`src/rtl/direction_cosines_to_ra_dec_assert.svh`:
```
// Assertion macros for the sky-position converter.
`ifndef DIRECTION_COSINES_TO_RA_DEC_ASSERT_SVH
`define DIRECTION_COSINES_TO_RA_DEC_ASSERT_SVH
`ifndef SYNTH
// Checks that a condition implies a consequence in the next cycle.
`define DCR_ASSERT_NEXT(label, clk, rst, cond, cons) \
  label: assert property (@(posedge clk) disable iff (rst) (cond) |=> (cons)) \
    else $error("assertion failed");
// Checks that a condition implies a consequence in the same cycle.
`define DCR_ASSERT_NOW(label, clk, rst, cond, cons) \
  label: assert property (@(posedge clk) disable iff (rst) (cond) |-> (cons)) \
    else $error("assertion failed");
`else
`define DCR_ASSERT_NEXT(label, clk, rst, cond, cons)
`define DCR_ASSERT_NOW(label, clk, rst, cond, cons)
`endif
`endif

```
`src/rtl/dcr_sqrt_cell.sv`:
```
`timescale 1ns / 1ps
`default_nettype none
// One restoring square-root step; one root bit per cycle while adv is high.
module dcr_sqrt_cell #(
  parameter int BITPOS = 0,
  parameter int SW = 1
) (
  input  wire logic clk,
  input  wire logic adv,
  input  wire logic [127:0] rad_in,
  input  wire logic [63:0] root_in,
  input  wire logic [SW-1:0] side_in,
  output logic [127:0] rad_out,
  output logic [63:0] root_out,
  output logic [SW-1:0] side_out
);
  logic [63:0] trial;
  logic [127:0] sq;

  // The trial square fits one wide compare; root bits below BITPOS are zero.
  always_comb begin
    trial = root_in | (64'd1 << BITPOS);
    sq = {64'd0, root_in} << (BITPOS + 1);
    sq = sq + (128'd1 << (2 * BITPOS));
  end

  always_ff @(posedge clk) begin
    if (adv) begin
      side_out <= side_in;
      if (sq <= rad_in) begin
        root_out <= trial;
        rad_out <= rad_in - sq;
      end else begin
        root_out <= root_in;
        rad_out <= rad_in;
      end
    end
  end
endmodule
`default_nettype wire

```
`config.mk`:
```
export PLATFORM = sky130hd
export DESIGN_NAME = dcr_sqrt_cell
export DESIGN_NICKNAME = d
export VERILOG_FILES = /design/src/rtl/direction_cosines_to_ra_dec_assert.svh /design/src/rtl/dcr_sqrt_cell.sv
export SDC_FILE = /design/constraint.sdc
export NUM_CORES = 1
export LEC_CHECK = 0
export BUFFER_PORTS_ARGS = -buffer_cell sky130_fd_sc_hd__buf_2
export CAP_MARGIN = 20
export CORE_MARGIN = 3
export CORE_UTILIZATION = 53
export DETAILED_ROUTE_END_ITERATION = 16
export GPL_TIMING_DRIVEN = 0
export PLACE_DENSITY_LB_ADDON = 0.08
export SLEW_MARGIN = 10
export SYNTH_ARGS = -nofsm -noshare
export SYNTH_HDL_FRONTEND = slang
export SYNTH_SLANG_ARGS = --single-unit
```
`constraint.sdc`:
```
create_clock -name clk -period 4.7 [get_ports clk]
set_clock_uncertainty 0.2 [all_clocks]
set_input_delay 0.235 -clock clk [delete_from_list [all_inputs] [get_ports clk]]
set_output_delay 0.235 -clock clk [all_outputs]
set_load 0.01 [all_outputs]
```
* Word level (Yosys, flattened, before mapping)
Index checks and enable logic that the tools add are counted.
** Storage, ports and cells
- Bits of input ports :: 195
- Logic and storage cells :: 8
- Flip-flop bits (word level) :: 193
** Cells by class
- Order comparisons :: 1
- Multiplexer cells :: 1
- Add/subtract/negate cells :: 2
** Operators with widths (number)
- less-or-equal comparator 66 x 128 -> 1 bit :: 1
- two-way mux 128 bit :: 1
- subtractor 128 x 66 -> 128 bit :: 1
- adder 65 x 1 -> 66 bit, second input constant :: 1

* Depth between registers and ports, before layout
- Depth in word-level cells :: 3
- Gate-level depth with buffers :: 14
- Gate-level depth less buffers :: 13

* Worst setup path before layout
No wires, ideal clock.
- Kind :: input port to flip-flop
- Start :: in root_in[0]
- End :: reg rad_out[98], data pin
- Slack :: 1.064 ns
- Setup time :: 0.256 ns
- Buffers on the path :: 0
- Stages on the path :: 12
- Arrival :: 3.180 ns
- Cells stage by stage :: inv_1 > fa_1 > a21oi_1 > o221ai_1 > a2111oi_0 > nor3_1 > o211ai_1 > a31oi_1 > a31oi_1 > o21ai_2 > o31a_1 > a31o_2
** On the way
- Word-level cells in the longest chain between the ends :: 3
- Elaborated cells between the ends (all ways) :: 4
** Ends and longest elaborated chain
- start: declaration :: line dcr_sqrt_cell.sv:11 : input wire logic [63:0] root_in,
- adder 65 x 1 -> 66 bit (*) :: line dcr_sqrt_cell.sv:24 : sq = sq + (128'd1 << (2 * BITPOS));
- subtractor 128 x 66 -> 128 bit / less-or-equal comparator 66 x 128 -> 1 bit (equally long branches) :: line dcr_sqrt_cell.sv:32, dcr_sqrt_cell.sv:30
- two-way mux 128 bit (*) :: line dcr_sqrt_cell.sv:30 : if (sq <= rad_in) begin
- end signal: assignment :: line dcr_sqrt_cell.sv:32 : rad_out <= rad_in - sq;
- end signal: assignment :: line dcr_sqrt_cell.sv:35 : rad_out <= rad_in;
- end: declaration :: line dcr_sqrt_cell.sv:13 : output logic [127:0] rad_out,
Every way passes the cells marked *; elsewhere a longest branch is shown, timed or not.
A chain may end at the register's enable or synchronous reset.

* Final worst setup path
- Start :: in rad_in[24]
- End :: reg rad_out[78], data pin
** On the way
- Word-level cells in the longest chain between the ends :: 2
- Elaborated cells between the ends (all ways) :: 3
** Ends and longest elaborated chain
- start: declaration :: line dcr_sqrt_cell.sv:10 : input wire logic [127:0] rad_in,
- subtractor 128 x 66 -> 128 bit / less-or-equal comparator 66 x 128 -> 1 bit (equally long branches) :: line dcr_sqrt_cell.sv:32, dcr_sqrt_cell.sv:30
- two-way mux 128 bit (*) :: line dcr_sqrt_cell.sv:30
Marked as above.

==> metrics.yaml <==
slew_at_the_pin_closest_to_its_max_slew_limit_ns: 0.982
final_instance_count_without_filler_cells: 2200
nFillCells: 1626
cts.path.max_buffers: 2
port-buffer-count: 387
flops_latches_synth: 193
placed_cells: 1980
dieWidth_um: 160
fp.dieH_um: 160
hold_violations: 0
grt_start_max_net_pins: 119
num_io_pins: 388
end_kind: "flip-flop"
netSwitchingFraction: 0.314
clkPwrFrac: 0.284
pwr-share-seq: 0.438
area_delta_synth_final_pct: 38.5
intPower_mw: 3.42
die_area_mm2: 0.0255
mappedNetlistArea_mm2: 0.0125
synth_edf_count: 193
average_footprint_of_a_synthesized_cell_um2: 9.79
hpwlAfterDp_um: 31200
layout_worst_path_cycle_share: 0.966
power_density_mw_per_mm2: 287
globalRouteTotalUtil: 0.329
drt-pass1-iter-count: 6
post_route_cells_drive_above_1_share: 0.242
cts_made_buffers: 17
initial_antenna_violation_count: 2
post_synth_inst_count: 1279
power.static_leakage_nw: 7.38
standard_cell_row_count: 55
initial_core_util: 0.546
peakVddDrop_uv: 229
cap_viol_max_count: 0
antenna_left: 0
worst_ep_required_time_ns: 4.67
avgViaCountPerCell: 5.73
holdCritPathClass: "input pin to flip-flop"
post_synthesis_net_count: 1540
core_region_area_mm2: 0.0229
cts_tree: "yes"
cts.sinks: 193
clockRootBuffer: "sky130_fd_sc_hd__clkbuf_16"
synth.lib_cells_used.distinct: 67
critical_path.startpoint: "rad_in[24]"
total_switching_power_mw: 1.56
status: "complete, no violations"
final_setup_viols: 0
global_route_wire_length_before_repair_um: 67100
rsz0062_at_grt: "false"
cts.htree.levels: 4
via_count: 12600
globalRouteOverflowTotal: 0
cts_setup_buffers: 0
synth.yosys.seq_area_share: 0.463
timing.fmax_mhz: 220
postRouteWirelength_um: 42900
async_set_or_reset_flop_fraction_in_the_synthesized_netlist: 0
critical_path_class: "input pin to flip-flop"
hold_start: "rad_in[63]"
final_nets: 2134
ys_dominant_reg_cell: "sky130_fd_sc_hd__edfxtp_1"
cp-start-kind: "input pin"
combPwrFrac: 0.278
drt_drc_violations_left: 0
critical_path_peak_fanout: 7
drt_first_iter_violations: 1014
worst_hold_path.endpoint: "rad_out[63]"
worst_hold_depth: 3
final_period_minus_worst_setup_slack_ns: 4.54
finalWeightedCongestion: 0.932
wl_per_cell_um: 19.5
synthesis.yosys.warnings: 0
first_global_vias: 12700
max_slew_headroom: 0.329
worst-endpoint-arrival_ns: 4.51
clk_pin_slew_ns: 0.07
finalCoreUtilization: 0.757
maxSlewViolCount: 0
-- layout make-up --
| type | instances | area [µm²] | share of cell area |
|---|---|---|---|
| Antenna cell | 2 | 5.00 | 0.000288 |
| Multi-Input combinational cell | 946 | 6220 | 0.359 |
| Tap cell | 313 | 392 | 0.0226 |
| Sequential cell | 193 | 5800 | 0.334 |
| Buffer | 56 | 223 | 0.0128 |
| Timing Repair Buffer | 575 | 3850 | 0.222 |
| Inverter | 84 | 315 | 0.0182 |
| Clock buffer | 18 | 429 | 0.0247 |
| Clock inverter | 13 | 121 | 0.00699 |
-- state kept, by name, indices dropped and copies added (netlist names) --
name	count
side_out	1
root_out	64
rad_out	128
-- cells in the mapped netlist, types with 37 or more instances --
library cell               count  area [µm²]
sky130_fd_sc_hd__a21oi_1     138         691
sky130_fd_sc_hd__clkbuf_1     52         195
sky130_fd_sc_hd__edfxtp_1    193        5800
sky130_fd_sc_hd__ha_1         65         813
sky130_fd_sc_hd__inv_1        84         315
sky130_fd_sc_hd__nand2_1      81         304
sky130_fd_sc_hd__nand4_1      37         231
sky130_fd_sc_hd__nor2_1      136         510
sky130_fd_sc_hd__nor3_1       40         200
sky130_fd_sc_hd__o21ai_0      53         265
sky130_fd_sc_hd__xnor2_1      42         368
sky130_fd_sc_hd__xor2_1       81         709
-- through the flow --
| stage | setup slack [ns] | hold slack, ns | setup TNS, ns | power (mW) | area (µm²) |
|---|---|---|---|---|---|
| after floorplan | 1.06 | 0.134 | 0 | 2.92 | 12500 |
| after global placement | -0.454 | 0.211 | -6.11 | 3.42 | 14900 |
| after detailed placement | -0.367 | 0.215 | -5.02 | 3.43 | 14900 |
| after CTS | 0.00758 | 0.00425 | 0 | 4.95 | 17300 |
| after global routing | 0.00826 | 0.0169 | 0 | 5.18 | 17300 |
| final | 0.161 | 0.00212 | 0 | 4.98 | 17400 |
-- kinds of logic after synthesis --
logic type | share of synthesized area
adder cells (fa/ha/maj) | 0.0665
XOR/XNOR | 0.0860
buffers and inverters | 0.0428
flip-flops | 0.463
AO/OA/AOI/OAI | 0.158
multiplexers | 0.00899
AND/OR/NAND/NOR | 0.175
-- per-layer routing --
metal  wire length [µm]  up-vias  part of all wire  track usage
li1                   -     5920                 -            -
met1              16700     5962              0.39        0.400
met2              21500      621              0.50        0.581
met3               3340       92             0.078       0.0682
met4               1330        0             0.031        0.113
met5                  0        -                 0            0
-- critical path, stage by stage --
cell                            delay [ns]
sky130_fd_sc_hd__dlygate4sd3_1        0.55
sky130_fd_sc_hd__buf_2                0.14
sky130_fd_sc_hd__ha_1                 0.27
sky130_fd_sc_hd__clkbuf_1             0.20
sky130_fd_sc_hd__nand2_1              0.17
sky130_fd_sc_hd__o21ai_0              0.15
sky130_fd_sc_hd__a21o_1               0.22
sky130_fd_sc_hd__a2111oi_0            0.88
sky130_fd_sc_hd__a31oi_2              0.33
sky130_fd_sc_hd__a31oi_2              0.55
sky130_fd_sc_hd__o21ai_2              0.24
sky130_fd_sc_hd__nor4_1               0.43
sky130_fd_sc_hd__xor2_1               0.13
-- power by group through the flow --
| stage | combinational (mW) | sequential, mW | clock (mW) |
|---|---|---|---|
| 2_1_floorplan | 0.596 | 2.32 | 0 |
| 3_3_place_gp | 1.21 | 2.21 | 0 |
| 3_5_place_dp | 1.22 | 2.21 | 0 |
| 4_1_cts | 1.35 | 2.17 | 1.42 |
| 5_1_grt | 1.50 | 2.20 | 1.48 |
| 6_report | 1.38 | 2.18 | 1.41 |
-- worst max-delay path by stage --
stage | endpoint | cells past startpoint
3_3_place_gp | rad_out[118] | 12
5_1_grt | rad_out[93] | 14
4_1_cts | rad_out[6] | 11
6_report | rad_out[78] | 13
2_1_floorplan | rad_out[98] | 12
3_5_place_dp | rad_out[78] | 13
-- repair_timing --
item,CTS,global route
hold endpoints to repair,186,0
resized for setup,0,12
setup endpoints to repair,0,97
hold buffers,187,0
-- cells in the final DEF, fill, tap and decap left out, types with 40 or more instances in the layout --
master	netlist	routed
sky130_fd_sc_hd__nor3_1	40	40
sky130_fd_sc_hd__edfxtp_1	193	193
sky130_fd_sc_hd__o21ai_0	53	53
sky130_fd_sc_hd__nor2_1	136	135
sky130_fd_sc_hd__inv_1	84	84
sky130_fd_sc_hd__dlygate4sd3_1	0	187
sky130_fd_sc_hd__xnor2_1	42	42
sky130_fd_sc_hd__clkbuf_1	52	51
sky130_fd_sc_hd__ha_1	65	65
sky130_fd_sc_hd__nand2_1	81	81
sky130_fd_sc_hd__buf_2	2	388
sky130_fd_sc_hd__xor2_1	81	81
sky130_fd_sc_hd__a21oi_1	138	137
(Power assumes the default switching activity.)
